[src/hdl/i2c_master_register_access_defines.svh]
// Assertion macros for the I2C master register access RTL.
// Each macro expects clk_i and rst_ni in the scope where it is used.
`ifndef I2C_MASTER_REGISTER_ACCESS_DEFINES_SVH
`define I2C_MASTER_REGISTER_ACCESS_DEFINES_SVH

// Same-cycle implication, disabled while reset is asserted.
`define I2CM_ASSERT_IMPL(lbl, ante, cons) \
  lbl: assert property (@(posedge clk_i) disable iff (!rst_ni) (ante) |-> (cons)) \
    else $error("i2cm same-cycle check failed");

// Next-cycle implication, disabled while reset is asserted.
`define I2CM_ASSERT_NEXT(lbl, ante, cons) \
  lbl: assert property (@(posedge clk_i) disable iff (!rst_ni) (ante) |=> (cons)) \
    else $error("i2cm next-cycle check failed");

`endif

[src/hdl/i2cm_pkg.sv]
// Shared types and constants for the I2C master register access block.
// No dependencies; imported by the engine and the top level.
package i2cm_pkg;

  // Operation codes carried by an input item.
  typedef enum logic [1:0] {
    OP_TICK  = 2'd0,
    OP_WRITE = 2'd1,
    OP_READ  = 2'd2
  } op_e;

  // Result status codes.
  typedef enum logic [1:0] {
    ST_OK      = 2'd0,
    ST_TIMEOUT = 2'd1,
    ST_REJECT  = 2'd2
  } status_e;

  // Configuration register indexes.
  localparam logic [1:0] CFG_DEV_ADDR    = 2'd0;
  localparam logic [1:0] CFG_HALF_PERIOD = 2'd1;
  localparam logic [1:0] CFG_ACK_TIMEOUT = 2'd2;

  // Configuration reset values.
  localparam logic [6:0]  DEV_ADDR_RST    = 7'd0;
  localparam logic [7:0]  HALF_PERIOD_RST = 8'd6;
  localparam logic [15:0] ACK_TIMEOUT_RST = 16'd1000;

  // Which byte of the transaction is on the bus.
  localparam logic [2:0] STG_ADDR  = 3'd0;
  localparam logic [2:0] STG_REG   = 3'd1;
  localparam logic [2:0] STG_DATA  = 3'd2;
  localparam logic [2:0] STG_RADDR = 3'd3;
  localparam logic [2:0] STG_RDATA = 3'd4;

  // Bus sequencer phases, one-hot.
  typedef enum logic [21:0] {
    PH_IDLE  = 22'h000001,
    PH_ST1   = 22'h000002,
    PH_ST2   = 22'h000004,
    PH_ST3   = 22'h000008,
    PH_WPRE  = 22'h000010,
    PH_WLO   = 22'h000020,
    PH_WHI   = 22'h000040,
    PH_ALO   = 22'h000080,
    PH_AHI   = 22'h000100,
    PH_APOLL = 22'h000200,
    PH_ATAIL = 22'h000400,
    PH_RPRE  = 22'h000800,
    PH_RLO   = 22'h001000,
    PH_RHI1  = 22'h002000,
    PH_RHI2  = 22'h004000,
    PH_NLO   = 22'h008000,
    PH_NHI   = 22'h010000,
    PH_NLO2  = 22'h020000,
    PH_NREL  = 22'h040000,
    PH_SP1   = 22'h080000,
    PH_SP2   = 22'h100000,
    PH_SP3   = 22'h200000
  } phase_e;

  // One input item.
  typedef struct packed {
    logic [1:0] op;
    logic [7:0] reg_addr;
    logic [7:0] write_data;
    logic       sda_sample;
  } item_t;

  // One result item.
  typedef struct packed {
    logic       scl_level;
    logic       sda_level;
    logic       busy_res;
    logic       done_res;
    logic [1:0] status;
    logic [7:0] read_data;
  } result_t;

  // Configuration write request.
  typedef struct packed {
    logic [1:0]  index;
    logic [15:0] data;
  } cfg_req_t;

endpackage

[src/hdl/i2c_master_register_access.sv]
// Top level of the I2C master register access block: input register, output
// register and handshakes around i2cm_engine. Depends on i2cm_pkg.
//
// Usage: the input channel (in_valid_i, in_stall_o, in_data_i) carries one item
// per request: a time tick with the sampled SDA level, a register write request
// or a register read request. Each accepted item gives exactly one result on the
// output channel (out_valid_o, out_stall_i, out_data_o) with the SCL and SDA
// levels to drive, busy, done, status and the read byte.
// An accepted item is held in the input register, and its result is then loaded
// into the output register; a stalled receiver can hold the item in between.
// An item can be accepted every cycle while in_stall_o is low.
// A request that arrives during a transaction is answered with the reject status.
// The configuration channel (cfg_valid_i, cfg_ready_o, cfg_index_i, cfg_data_i)
// is always ready; write it only while no item is in flight.
// Reset returns the sequencer to idle with both lines released and loads the
// default address, half period and ACK timeout.
// When the receiver stalls, the result stays in the output register and the
// input register still holds one more item; after that in_stall_o is raised.

module i2c_master_register_access (
  input  logic               clk_i,
  input  logic               rst_ni,
  input  logic               in_valid_i,
  output logic               in_stall_o,
  input  i2cm_pkg::item_t    in_data_i,
  output logic               out_valid_o,
  input  logic               out_stall_i,
  output i2cm_pkg::result_t  out_data_o,
  input  logic               cfg_valid_i,
  output logic               cfg_ready_o,
  input  logic [1:0]         cfg_index_i,
  input  logic [15:0]        cfg_data_i
);
  import i2cm_pkg::*;

  logic     in_valid_q;
  item_t    in_item_q;
  logic     out_valid_q;
  result_t  out_res_q;
  result_t  res;
  logic     step;
  logic     in_take;
  cfg_req_t cfg_req;

  // The item in the input register moves on when the output register is free.
  assign step       = in_valid_q && (!out_valid_q || !out_stall_i);
  assign in_stall_o = in_valid_q && !step;
  assign in_take    = in_valid_i && !in_stall_o;

  assign cfg_ready_o   = 1'b1;
  assign cfg_req.index = cfg_index_i;
  assign cfg_req.data  = cfg_data_i;

  // Input register.
  always_ff @(posedge clk_i or negedge rst_ni) begin
    if (!rst_ni) begin
      in_valid_q <= 1'b0;
    end else if (in_take || step) begin
      in_valid_q <= in_take;
    end
  end

  always_ff @(posedge clk_i) begin
    if (in_take) begin
      in_item_q <= in_data_i;
    end
  end

  i2cm_engine u_engine (
    .clk_i     (clk_i),
    .rst_ni    (rst_ni),
    .cfg_we_i  (cfg_valid_i && cfg_ready_o),
    .cfg_req_i (cfg_req),
    .step_i    (step),
    .item_i    (in_item_q),
    .res_o     (res)
  );

  // Output register.
  always_ff @(posedge clk_i or negedge rst_ni) begin
    if (!rst_ni) begin
      out_valid_q <= 1'b0;
    end else begin
      out_valid_q <= step || (out_valid_q && out_stall_i);
    end
  end

  always_ff @(posedge clk_i) begin
    if (step) begin
      out_res_q <= res;
    end
  end

  assign out_valid_o = out_valid_q;
  assign out_data_o  = out_res_q;

endmodule

[src/hdl/i2cm_engine.sv]
// Bus sequencer of the I2C master: configuration registers, transaction state
// and the single-pass next-state logic. Depends on i2cm_pkg and the defines header.
`include "i2c_master_register_access_defines.svh"

module i2cm_engine (
  input  logic               clk_i,
  input  logic               rst_ni,
  input  logic               cfg_we_i,
  input  i2cm_pkg::cfg_req_t cfg_req_i,
  input  logic               step_i,
  input  i2cm_pkg::item_t    item_i,
  output i2cm_pkg::result_t  res_o
);
  import i2cm_pkg::*;

  // Configuration registers.
  logic [6:0]  dev_q;
  logic [7:0]  half_q;
  logic [15:0] tmo_q;

  // Transaction state.
  phase_e      phase_q, phase_d;
  logic [7:0]  ticks_q, ticks_d;
  logic [2:0]  bit_q, bit_d;
  logic [7:0]  shift_q, shift_d;
  logic [16:0] ackcnt_q, ackcnt_d;
  logic        is_read_q, is_read_d;
  logic [2:0]  stage_q, stage_d;
  logic [7:0]  reg_q, reg_d;
  logic [7:0]  wdata_q, wdata_d;
  logic [7:0]  cap_q, cap_d;
  logic        scl_q, scl_d;
  logic        sda_q, sda_d;
  logic        tout_q, tout_d;

  logic [7:0]  len_full;
  logic [7:0]  len_half;
  logic [16:0] ackcnt_inc;
  logic        done;
  status_e     status;
  logic [7:0]  rdata;

  // Byte that a given transaction stage shifts out.
  function automatic logic [7:0] byte_for(input logic [2:0] stg, input logic [6:0] dev,
                                          input logic [7:0] ra, input logic [7:0] wd);
    logic [7:0] b;
    case (stg)
      STG_ADDR: b = {dev, 1'b0};
      STG_REG:  b = ra;
      STG_DATA: b = wd;
      default:  b = {dev, 1'b1};
    endcase
    return b;
  endfunction

  // Configuration writes; an unknown index is dropped.
  always_ff @(posedge clk_i or negedge rst_ni) begin
    if (!rst_ni) begin
      dev_q  <= DEV_ADDR_RST;
      half_q <= HALF_PERIOD_RST;
      tmo_q  <= ACK_TIMEOUT_RST;
    end else if (cfg_we_i) begin
      case (cfg_req_i.index)
        CFG_DEV_ADDR:    dev_q  <= cfg_req_i.data[6:0];
        CFG_HALF_PERIOD: half_q <= cfg_req_i.data[7:0];
        CFG_ACK_TIMEOUT: tmo_q  <= cfg_req_i.data;
        default: ;
      endcase
    end
  end

  // Phase lengths; a phase that works out to zero ticks lasts one.
  assign len_full   = (half_q == 8'd0) ? 8'd1 : half_q;
  assign len_half   = (half_q[7:1] == 7'd0) ? 8'd1 : {1'b0, half_q[7:1]};
  assign ackcnt_inc = ackcnt_q + 17'd1;

  // Next state and result for the item in the input register.
  always_comb begin
    phase_d   = phase_q;
    ticks_d   = ticks_q;
    bit_d     = bit_q;
    shift_d   = shift_q;
    ackcnt_d  = ackcnt_q;
    is_read_d = is_read_q;
    stage_d   = stage_q;
    reg_d     = reg_q;
    wdata_d   = wdata_q;
    cap_d     = cap_q;
    scl_d     = scl_q;
    sda_d     = sda_q;
    tout_d    = tout_q;
    done      = 1'b0;
    status    = ST_OK;
    rdata     = 8'd0;

    if (step_i) begin
      case (item_i.op)
        OP_TICK: begin
          if (phase_q == PH_IDLE) begin
            // Nothing to advance.
          end else if (phase_q == PH_APOLL) begin
            // ACK poll: a low sample ends it, too many high samples time out.
            if (!item_i.sda_sample) begin
              phase_d = PH_ATAIL;
              ticks_d = len_half;
            end else begin
              ackcnt_d = ackcnt_inc;
              if (ackcnt_inc >= {1'b0, tmo_q}) begin
                tout_d  = 1'b1;
                phase_d = PH_ATAIL;
                ticks_d = len_half;
              end
            end
          end else if (ticks_q > 8'd1) begin
            ticks_d = ticks_q - 8'd1;
          end else begin
            case (phase_q)
              PH_ST1: begin
                sda_d = 1'b0; phase_d = PH_ST2; ticks_d = len_full;
              end
              PH_ST2: begin
                scl_d = 1'b0; phase_d = PH_ST3; ticks_d = len_full;
              end
              PH_ST3: begin
                shift_d = byte_for(stage_q, dev_q, reg_q, wdata_q);
                phase_d = PH_WPRE; ticks_d = len_full;
              end
              PH_WPRE: begin
                bit_d = 3'd7; scl_d = 1'b0; sda_d = shift_q[7];
                phase_d = PH_WLO; ticks_d = len_full;
              end
              PH_WLO: begin
                scl_d = 1'b1; phase_d = PH_WHI; ticks_d = len_full;
              end
              PH_WHI: begin
                scl_d = 1'b0;
                if (bit_q == 3'd0) begin
                  sda_d = 1'b1; phase_d = PH_ALO;
                end else begin
                  bit_d = bit_q - 3'd1;
                  sda_d = shift_q[bit_q - 3'd1];
                  phase_d = PH_WLO;
                end
                ticks_d = len_full;
              end
              PH_ALO: begin
                scl_d = 1'b1; phase_d = PH_AHI; ticks_d = len_half;
              end
              PH_AHI: begin
                ackcnt_d = 17'd0; phase_d = PH_APOLL; ticks_d = 8'd0;
              end
              PH_ATAIL: begin
                // The ACK is over: pick the next byte, a repeated start or the stop.
                scl_d = 1'b0;
                if (tout_q) begin
                  sda_d = 1'b0; phase_d = PH_SP1; ticks_d = len_full;
                end else begin
                  case (stage_q)
                    STG_ADDR: begin
                      stage_d = STG_REG;
                      shift_d = byte_for(STG_REG, dev_q, reg_q, wdata_q);
                      phase_d = PH_WPRE; ticks_d = len_full;
                    end
                    STG_REG: begin
                      if (is_read_q) begin
                        stage_d = STG_RADDR; sda_d = 1'b1; scl_d = 1'b1;
                        phase_d = PH_ST1;
                      end else begin
                        stage_d = STG_DATA;
                        shift_d = byte_for(STG_DATA, dev_q, reg_q, wdata_q);
                        phase_d = PH_WPRE;
                      end
                      ticks_d = len_full;
                    end
                    STG_RADDR: begin
                      stage_d = STG_RDATA; sda_d = 1'b1;
                      phase_d = PH_RPRE; ticks_d = len_full;
                    end
                    default: begin
                      sda_d = 1'b0; phase_d = PH_SP1; ticks_d = len_full;
                    end
                  endcase
                end
              end
              PH_RPRE: begin
                bit_d = 3'd7; cap_d = 8'd0; scl_d = 1'b0;
                phase_d = PH_RLO; ticks_d = len_full;
              end
              PH_RLO: begin
                scl_d = 1'b1; phase_d = PH_RHI1; ticks_d = len_half;
              end
              PH_RHI1: begin
                cap_d = {cap_q[6:0], item_i.sda_sample};
                phase_d = PH_RHI2; ticks_d = len_half;
              end
              PH_RHI2: begin
                scl_d = 1'b0;
                if (bit_q == 3'd0) begin
                  sda_d = 1'b1; phase_d = PH_NLO;
                end else begin
                  bit_d = bit_q - 3'd1; phase_d = PH_RLO;
                end
                ticks_d = len_full;
              end
              PH_NLO: begin
                scl_d = 1'b1; phase_d = PH_NHI; ticks_d = len_full;
              end
              PH_NHI: begin
                scl_d = 1'b0; phase_d = PH_NLO2; ticks_d = len_full;
              end
              PH_NLO2: begin
                sda_d = 1'b1; phase_d = PH_NREL; ticks_d = len_full;
              end
              PH_NREL: begin
                sda_d = 1'b0; phase_d = PH_SP1; ticks_d = len_full;
              end
              PH_SP1: begin
                scl_d = 1'b1; phase_d = PH_SP2; ticks_d = len_full;
              end
              PH_SP2: begin
                sda_d = 1'b1; phase_d = PH_SP3; ticks_d = len_full;
              end
              PH_SP3: begin
                // Stop complete: report the outcome.
                phase_d = PH_IDLE; ticks_d = 8'd0; done = 1'b1;
                status  = tout_q ? ST_TIMEOUT : ST_OK;
                rdata   = (is_read_q && !tout_q) ? cap_q : 8'd0;
              end
              default: begin
                phase_d = PH_IDLE; ticks_d = 8'd0;
              end
            endcase
          end
        end
        OP_WRITE, OP_READ: begin
          // A request starts a transaction only from idle.
          if (phase_q != PH_IDLE) begin
            status = ST_REJECT;
          end else begin
            is_read_d = (item_i.op == OP_READ);
            reg_d     = item_i.reg_addr;
            wdata_d   = item_i.write_data;
            stage_d   = STG_ADDR;
            tout_d    = 1'b0;
            cap_d     = 8'd0;
            ackcnt_d  = 17'd0;
            sda_d     = 1'b1;
            scl_d     = 1'b1;
            phase_d   = PH_ST1;
            ticks_d   = len_full;
          end
        end
        default: ;
      endcase
    end

    res_o.scl_level = scl_d;
    res_o.sda_level = sda_d;
    res_o.busy_res  = (phase_d != PH_IDLE);
    res_o.done_res  = done;
    res_o.status    = status;
    res_o.read_data = rdata;
  end

  // Transaction state registers.
  always_ff @(posedge clk_i or negedge rst_ni) begin
    if (!rst_ni) begin
      phase_q   <= PH_IDLE;
      ticks_q   <= 8'd0;
      bit_q     <= 3'd0;
      shift_q   <= 8'd0;
      ackcnt_q  <= 17'd0;
      is_read_q <= 1'b0;
      stage_q   <= STG_ADDR;
      reg_q     <= 8'd0;
      wdata_q   <= 8'd0;
      cap_q     <= 8'd0;
      scl_q     <= 1'b1;
      sda_q     <= 1'b1;
      tout_q    <= 1'b0;
    end else begin
      phase_q   <= phase_d;
      ticks_q   <= ticks_d;
      bit_q     <= bit_d;
      shift_q   <= shift_d;
      ackcnt_q  <= ackcnt_d;
      is_read_q <= is_read_d;
      stage_q   <= stage_d;
      reg_q     <= reg_d;
      wdata_q   <= wdata_d;
      cap_q     <= cap_d;
      scl_q     <= scl_d;
      sda_q     <= sda_d;
      tout_q    <= tout_d;
    end
  end

  // An idle bus has both lines released.
  `I2CM_ASSERT_IMPL(a_idle_lines_released, phase_q == PH_IDLE, scl_q && sda_q)
  // Every counted phase has at least one tick left.
  `I2CM_ASSERT_IMPL(a_counted_phase_nonzero,
                    phase_q != PH_IDLE && phase_q != PH_APOLL, ticks_q != 8'd0)
  // A request or no-op during a transaction leaves the lines untouched.
  `I2CM_ASSERT_NEXT(a_busy_nontick_holds,
                    step_i && item_i.op != OP_TICK && phase_q != PH_IDLE,
                    $stable(scl_q) && $stable(sda_q) && $stable(phase_q))
  // A finished transaction returns the sequencer to idle.
  `I2CM_ASSERT_NEXT(a_done_goes_idle, step_i && done, phase_q == PH_IDLE)

endmodule
[config.mk]
export PLATFORM = sky130hd
export DESIGN_NAME = i2c_master_register_access
export DESIGN_NICKNAME = d
export VERILOG_FILES = /design/src/hdl/i2cm_pkg.sv /design/src/hdl/i2c_master_register_access.sv /design/src/hdl/i2cm_engine.sv
export VERILOG_INCLUDE_DIRS = /design/src /design/src/hdl
export SDC_FILE = /design/constraint.sdc
export NUM_CORES = 1
export LEC_CHECK = 0
export BUFFER_PORTS_ARGS = -buffer_cell sky130_fd_sc_hd__buf_2
export CAP_MARGIN = 20
export CORE_MARGIN = 2
export CORE_UTILIZATION = 55
export DETAILED_ROUTE_END_ITERATION = 16
export HOLD_SLACK_MARGIN = 0.12
export PLACE_DENSITY = 0.74
export SYNTH_ARGS = -nofsm -noshare
export SYNTH_HDL_FRONTEND = slang
export SYNTH_SLANG_ARGS = --single-unit
export TNS_END_PERCENT = 10
[constraint.sdc]
create_clock -name clk_i -period 4.3 [get_ports clk_i]
set_input_delay 0.86 -clock clk_i [delete_from_list [all_inputs] [get_ports clk_i]]
set_output_delay 0.86 -clock clk_i [all_outputs]
set_load 0.005 [all_outputs]
==> run metrics, run 1 <==
run status=finished, final reports clean; clk buf depth=2; Die H=129 um; Leak=between 4 and 5 nW; Mapped Area=0.00860 mm^2; synthesized area per cell=roughly 10 um^2; Placed Instances=1130; Synth Net Count=941; n_diodes=0; Buf/Inv on CP=0; via count=7106; Max Fclk=0.251 GHz; Site Rows=45; Final Net Count=1005; Worst Tran Pin Value=between 1 and 1.5 ns; first-pass GRT wire length=34700 um; Yosys top cell by area=dfrtp_1; critical-path cell list=ha_2, nand3_2, or2_4, nor2_1, xor2_1, ha_1, nand4_1, nor3_1, o31ai_1, o2111ai_2, nor3_2, o211ai_1, or4b_1, or4_1; CTS Buf Count=17; Max Slew Vio Count=0; CTS tree=done; Routability Congestion=0.967; synthesis-stage register bit count=155; HP Start=in_item_q[9]; DRC viols=0; R2R setup slack=around 0.31 ns; CP required=4.47 ns; drt pass-1 iters=6; fillers=1243; Tmin final=approximately 4 ns; DR WL/cell=18.3 um; R2R Path End=out_data_o[11]; I/O pin count=between 50 and 60; WS Path Type=flop to flop; Max H-tree Level=4; antenna violations before repair=0; Post-synth ARST share=78.7%; Unique masters post-synth=70; Detail Placement HPWL=15100 um; Max Fanout on Critical Path=5; Syn-to-layout area delta=14.3%; worst min path class=flop to flop; I/O Buffers=57; antenna-violating nets left=0; EDFF count, synth=33; crit path capture type=flop; Avg Vias per Cell=6.11; top cells by area, synth=dfrtp_1 (32%), edfxtp_1 (12%), mux2_2 (7.7%), o21ai_0 (4.9%), nand2_1 (4.2%); Finished Layout Cells=1163; Placeable Area=0.0153 mm^2; DRT iter0 DRCs=712; critical path's slowest cell=or4_1; reg-to-reg startpoint=u_engine.ackcnt_q[1]; Initial Utilization=56.4%; vias in the first global route=6780; Worst Clk Skew=slightly below 0.01 ns; CTS Hold Buffers Added=0; Hold Path Depth=1; Worst-path clk slew=0.07 ns; grt total ovfl=0; die area=0.0166 mm^2; final setup violating endpoints=0; Hold Crit Endpoint=u_engine.reg_q[0]; startpoint types=flop; Clock Latency Late Sink=0.43 ns; crit-path leading delay family=simple AND/OR/NAND/NOR gates; total power=0.00468 W; relative slew slack=27.5%; root buffer cell=clkbuf_16; register area share after synthesis=between 40% and 50%; worst reg2reg path depth=14; share of layout cells above drive strength 1=23.3%; area of the multi-input gates=0.00428 mm^2; Die Wd=129 um; period utilisation layout=between 90% and 100%; Peak VDD IR=roughly 0.33 mV; slowest stage delay, CP=approximately 0.50 ns; Yosys warnings=0; CP Data Arrival Time=4.16 ns; Place WS=0.126 ns; DRT Wirelength=between 20000 and 25000 um; Clock Sinks=155; Max Cap Violations=0; PD cells=476 mW/mm^2; Post-synth top flop=dfrtp_1; gr usage total=26.9%; setup ws final=0.310 ns; largest net degree at the start of global routing=63; share of the synthesized area in the top cell type=32.3%; Reg area=0.00406 mm^2; final hold violation count=0; Cells after Synth=approximately 900
==> how the worst max path moves through the flow <==
| stage | start | to | slack (ns) | depth (start not counted) |
|---|---|---|---|---|
| 2_1_floorplan | u_engine.ackcnt_q[0] | out_data_o[11] | 0.25 | 14 |
| 3_3_place_gp | u_engine.ackcnt_q[1] | out_data_o[11] | 0.23 | 14 |
| 3_5_place_dp | u_engine.ackcnt_q[1] | out_data_o[11] | 0.13 | 14 |
| 4_1_cts | u_engine.ackcnt_q[1] | out_data_o[11] | 0.08 | 14 |
| 5_1_grt | u_engine.ackcnt_q[3] | out_data_o[11] | -0.03 | 15 |
| 6_report | u_engine.ackcnt_q[1] | out_data_o[11] | 0.31 | 14 |
==> logic make-up (layout without fill, tap and decap cells) <==
group,Yosys count,count (layout),synth area share (%)
xor gates and xnor gates,21,21,2.14
and+or+nand+nor,340,340,21.2
AOI/OAI and AO/OA,196,196,14.0
other,1,1,0.0436
muxes,62,62,8.37
DFF,155,155,47.2
adders and majority gates,24,24,3.49
buffers and inverters,76,153,3.61
==> layout make-up <==
cell class	instances	area share, %
inverter	40	1.53
clock buffer	17	4.33
timing repair buffer	81	4.89
multi-input combinational	644	43.5
clock inverter	15	1.77
sequential	155	41.3
tap	211	2.69
==> synth_stat cells (20+ instances only) <==
cell / instances
o21ai_0: 85
a21oi_1: 40
edfxtp_1: 33
inv_1: 40
nor2_1: 48
dfrtp_1: 111
clkbuf_1: 29
nand2b_1: 20
nand3_1: 25
mux2_2: 59
ha_1: 24
nor3_1: 34
nand2_1: 97
==> power breakdown <==
part / total (W) / internal (W) / switching (W)
combinational: 0.00118 / 0.000530 / 0.000651
clock: 0.00152 / 0.000831 / 0.000685
sequential: 0.00198 / 0.00174 / 0.000237
total: 0.00468 / 0.00310 / 0.00157
==> layer usage <==
metal	up-vias	routed length [um]	share of wire, %	GRT usage, %
met5	-	0	0	0
met2	274	10100	47	43.1
met3	41	1430	6.7	5.53
met1	3471	9270	44	37.0
met4	0	483	2.3	8.76
li1	3320	-	-	-
==> stage by stage <==
step                utilization, %  instance area [um^2]  hold slack [ns]  TNS (ns)
floorplan                        -                  8600            0.442         0
global placement              60.1                  9180            0.450         0
detailed placement            60.1                  9180            0.462         0
CTS                           64.1                  9770            0.483         0
global route                  64.4                  9830            0.497   -0.0259
finish                        64.4                  9830            0.479         0
==> what timing repair did <==
item | 4_1_cts | 5_1_grt
gates resized for setup | 0 | 13
endpoints found under the hold margin | 0 | 0
setup buffers | 0 | 1
setup endpoints to repair | 0 | 1
==> cell usage in the layout, fill, tap and decap left out, types with 9 or more instances in the layout <==
cell	instances
and2_1	11
dfstp_2	11
nand2b_1	20
nor2_1	46
inv_1	40
xnor2_1	13
clkbuf_16	17
buf_2	56
nor2b_1	9
edfxtp_1	33
o21ai_0	84
buf_4	24
nor3_1	32
nand2_1	97
ha_1	23
o22ai_1	11
nand3_1	23
a21oi_1	40
dfrtp_1	110
nor4_1	14
mux2_2	59
nand4_1	16
==> flip-flops by register name, indices dropped and copies added (netlist names), 3 cells and up <==
| signal | flops |
|---|---|
| out_data_o | 14 |
| u_engine.shift_q | 8 |
| u_engine.dev_q | 7 |
| u_engine.ticks_q | 8 |
| u_engine.tmo_q | 16 |
| u_engine.stage_q | 3 |
| u_engine.bit_q | 3 |
| u_engine.cap_q | 8 |
| u_engine.phase_q | 22 |
| in_item_q | 19 |
| u_engine.ackcnt_q | 17 |
| u_engine.half_q | 8 |
| u_engine.reg_q | 8 |
| u_engine.wdata_q | 8 |
Note: power is estimated with default switching activity, not from simulation.
==> run 2, diff against run 1 <==
--- a/config.mk
+++ b/config.mk
@@ -15,5 +15,6 @@
 export PLACE_DENSITY = 0.74
 export SYNTH_ARGS = -nofsm -noshare
 export SYNTH_HDL_FRONTEND = slang
+export SYNTH_HIERARCHICAL = 1
 export SYNTH_SLANG_ARGS = --single-unit
 export TNS_END_PERCENT = 10
==> run metrics, run 2 <==
antenna-violating nets left=0; Placeable Area=0.0153 mm^2; Largest register FFs=22; leading cell type in the layout, fill and taps excluded=dfrtp_1; DRT Wirelength=21200 um; Post-synth ARST share=78.7%; via count=between 7000 and 8000; EDFF count, synth=33; Avg Vias per Cell=6.11; die area=~0.017 mm^2; share of the synthesized area in the top cell type=about a third; crit path capture type=flop; worst min path class=input pin to asynchronous set/reset pin; Die Wd=130 um; Clock Latency Late Sink=0.43 ns; total power=0.00410 W; Worst Tran Pin Value=between 0.9 and 1 ns; I/O Buffers=57; DR WL/cell=18.1 um; worst hold slack=roughly 0.47 ns; Site Rows=45; Initial Utilization=around 57%; synthesized area per cell=approximately 10 um^2; root buffer cell=clkbuf_16; drt pass-1 iters=5; final setup violating endpoints=0; run status=finished, final reports clean; Peak VDD IR=0.382 mV; Tmin final=around 4.2 ns; vias in the first global route=6751; Max H-tree Level=4; top cells by area, synth=dfrtp_1 (32%), edfxtp_1 (11%), mux2_2 (7.0%), nand2_1 (3.9%), ha_1 (3.5%); CP Data Arrival Time=roughly 4.3 ns; DRT iter0 DRCs=636; Max Fanout on Critical Path=7; Detail Placement HPWL=roughly 15000 um; CTS tree=done; DRC viols=0; Yosys top cell by area=dfrtp_1; grt total ovfl=0; startpoint types=flop; CP required=4.47 ns; Max Slew Vio Count=0; n_diodes=0; Routability Congestion=0.998; Die H=130 um; largest net degree at the start of global routing=60; Max Cap Violations=0; final hold violation count=0; first-pass GRT wire length=34700 um; PD cells=416 mW/mm^2; Synth Net Count=959; CTS Buf Count=17; Final Net Count=1016; Mapped Area=0.00869 mm^2; gr usage total=about a quarter; Yosys warnings=6; Post-synth top cells=dfrtp_1 (111), nand2_1 (91), nor2_1 (74); register area share after synthesis=46.7%; Max Fclk=0.240 GHz; Clock Sinks=155; synthesis-stage register bit count=around 160; Leak=4.23 nW; Unique masters post-synth=between 70 and 80; RSZ-0062 raised after global routing=false; Worst Clk Skew=around 0.01 ns; most frequent cells in the layout=dfrtp_1 (110), nand2_1 (91), nor2_1 (74); CTS Hold Buffers Added=0; Largest Register=u_engine/phase_q; Syn-to-layout area delta=13.5%; period utilisation layout=97.0%; clk buf depth=2; I/O pin count=59; share of layout cells above drive strength 1=20.7%; largest registers=u_engine/phase_q: 22 flops, in_item_q: 19 flops, u_engine/ackcnt_q: 17 flops; Worst-path clk slew=about 0.070 ns; count leader, synth=dfrtp_1; Post-synth top flop=dfrtp_1; Cells after Synth=893; relative slew slack=approximately 38%; Place WS=0.317 ns; WS Path Type=flop to flop; antenna violations before repair=0; setup TNS=0 ns; setup ws final=0.129 ns
run 2: cell types whose count changed after synthesis, sizes merged, moves of 5 or more:
cell / before / now
a21oi: 40 / 47
mux2: 59 / 54
nand2: 97 / 91
a211oi: 5 / 17
or3: 8 / 3
nor3: 34 / 21
nor2: 48 / 74
o21ai: 85 / 70
o22ai: 11 / 5
a31oi: 5 / 13
nand3: 27 / 32
run 2: power by group:
group          total [W]  switching [W]  internal [W]  leakage [nW]
Sequential       0.00180       0.000153       0.00165          1.90
Combinational   0.000707       0.000394      0.000313          2.01
Clock            0.00160       0.000662      0.000938         0.312
Total            0.00410        0.00121       0.00290          4.23
run 2: worst paths after layout:
kind / from / endpoint / slack (ns) / depth (start not counted)
min in group clk_i: in_item_q[1] / u_engine/wdata_q[0] / 0.48 / 1
worst max-delay path: u_engine/ackcnt_q[0] / out_data_o[11] / 0.13 / 13
worst min-delay path: rst_ni / u_engine/ticks_q[5] / 0.47 / 1
worst min register to register: in_item_q[1] / u_engine/wdata_q[0] / 0.48 / 1
max in group asynchronous: rst_ni / u_engine/tmo_q[9] / 2.86 / 2
worst max register to register: u_engine/ackcnt_q[0] / out_data_o[11] / 0.13 / 13
run 2: through the flow:
| stage | utilization (%) | instance area [um^2] | std cells |
|---|---|---|---|
| 2_1_floorplan | - | 8690 | 893 |
| 3_3_place_gp | 60.1 | 9200 | 1139 |
| 3_5_place_dp | 60.1 | 9210 | 1140 |
| 4_1_cts | 64.2 | 9840 | 1172 |
| 5_1_grt | 64.4 | 9860 | 1174 |
| 6_report | 64.4 | 9860 | 1174 |
run 2: worst max-delay path: stages (launching register included):
cell,delay (ns)
dfrtp_1,0.46
ha_1,0.30
nand4_1,0.19
nor2_1,0.18
and4_1,0.22
xor2_1,0.21
ha_1,0.30
a211oi_1,0.26
o21ai_0,0.20
a2111oi_1,0.42
nand4_1,0.31
a31oi_1,0.24
o21ai_0,0.12
or4b_1,0.52
run 2: cells by family (layout without fill, tap and decap cells):
logic type | Yosys count | after routing | synth area share, %
fa+ha+maj | 24 | 24 | 3.46
simple gates | 350 | 350 | 21.4
mux | 57 | 57 | 7.63
flops | 155 | 155 | 46.7
other cells | 1 | 1 | 0.0432
compound gates | 202 | 202 | 14.7
xor+xnor | 24 | 24 | 2.42
buf+inv | 80 | 150 | 3.70
run 2: timing repair:
item / 4_1_cts / 5_1_grt
gates resized for setup: 0 / 2
buffers inserted: 0 / 2
setup endpoints to repair: 0 / 1
run 2: area by class of cell:
cell class	count	area (um^2)
fill	1276	5460
multi-input combinational	658	4310
sequential	155	4060
timing repair buffer	77	438
clock buffer	17	425
tap	211	264
clock inverter	15	203
inverter	41	154
run 2: per-layer routing:
metal  track usage [%]  vias to the layer above  share of wire (%)
met5                 0                        -                  0
met4              8.79                        0                2.5
met3              5.78                       51                6.2
met2              41.9                      293                 47
met1              36.3                     3446                 45
li1                  -                     3381                  -
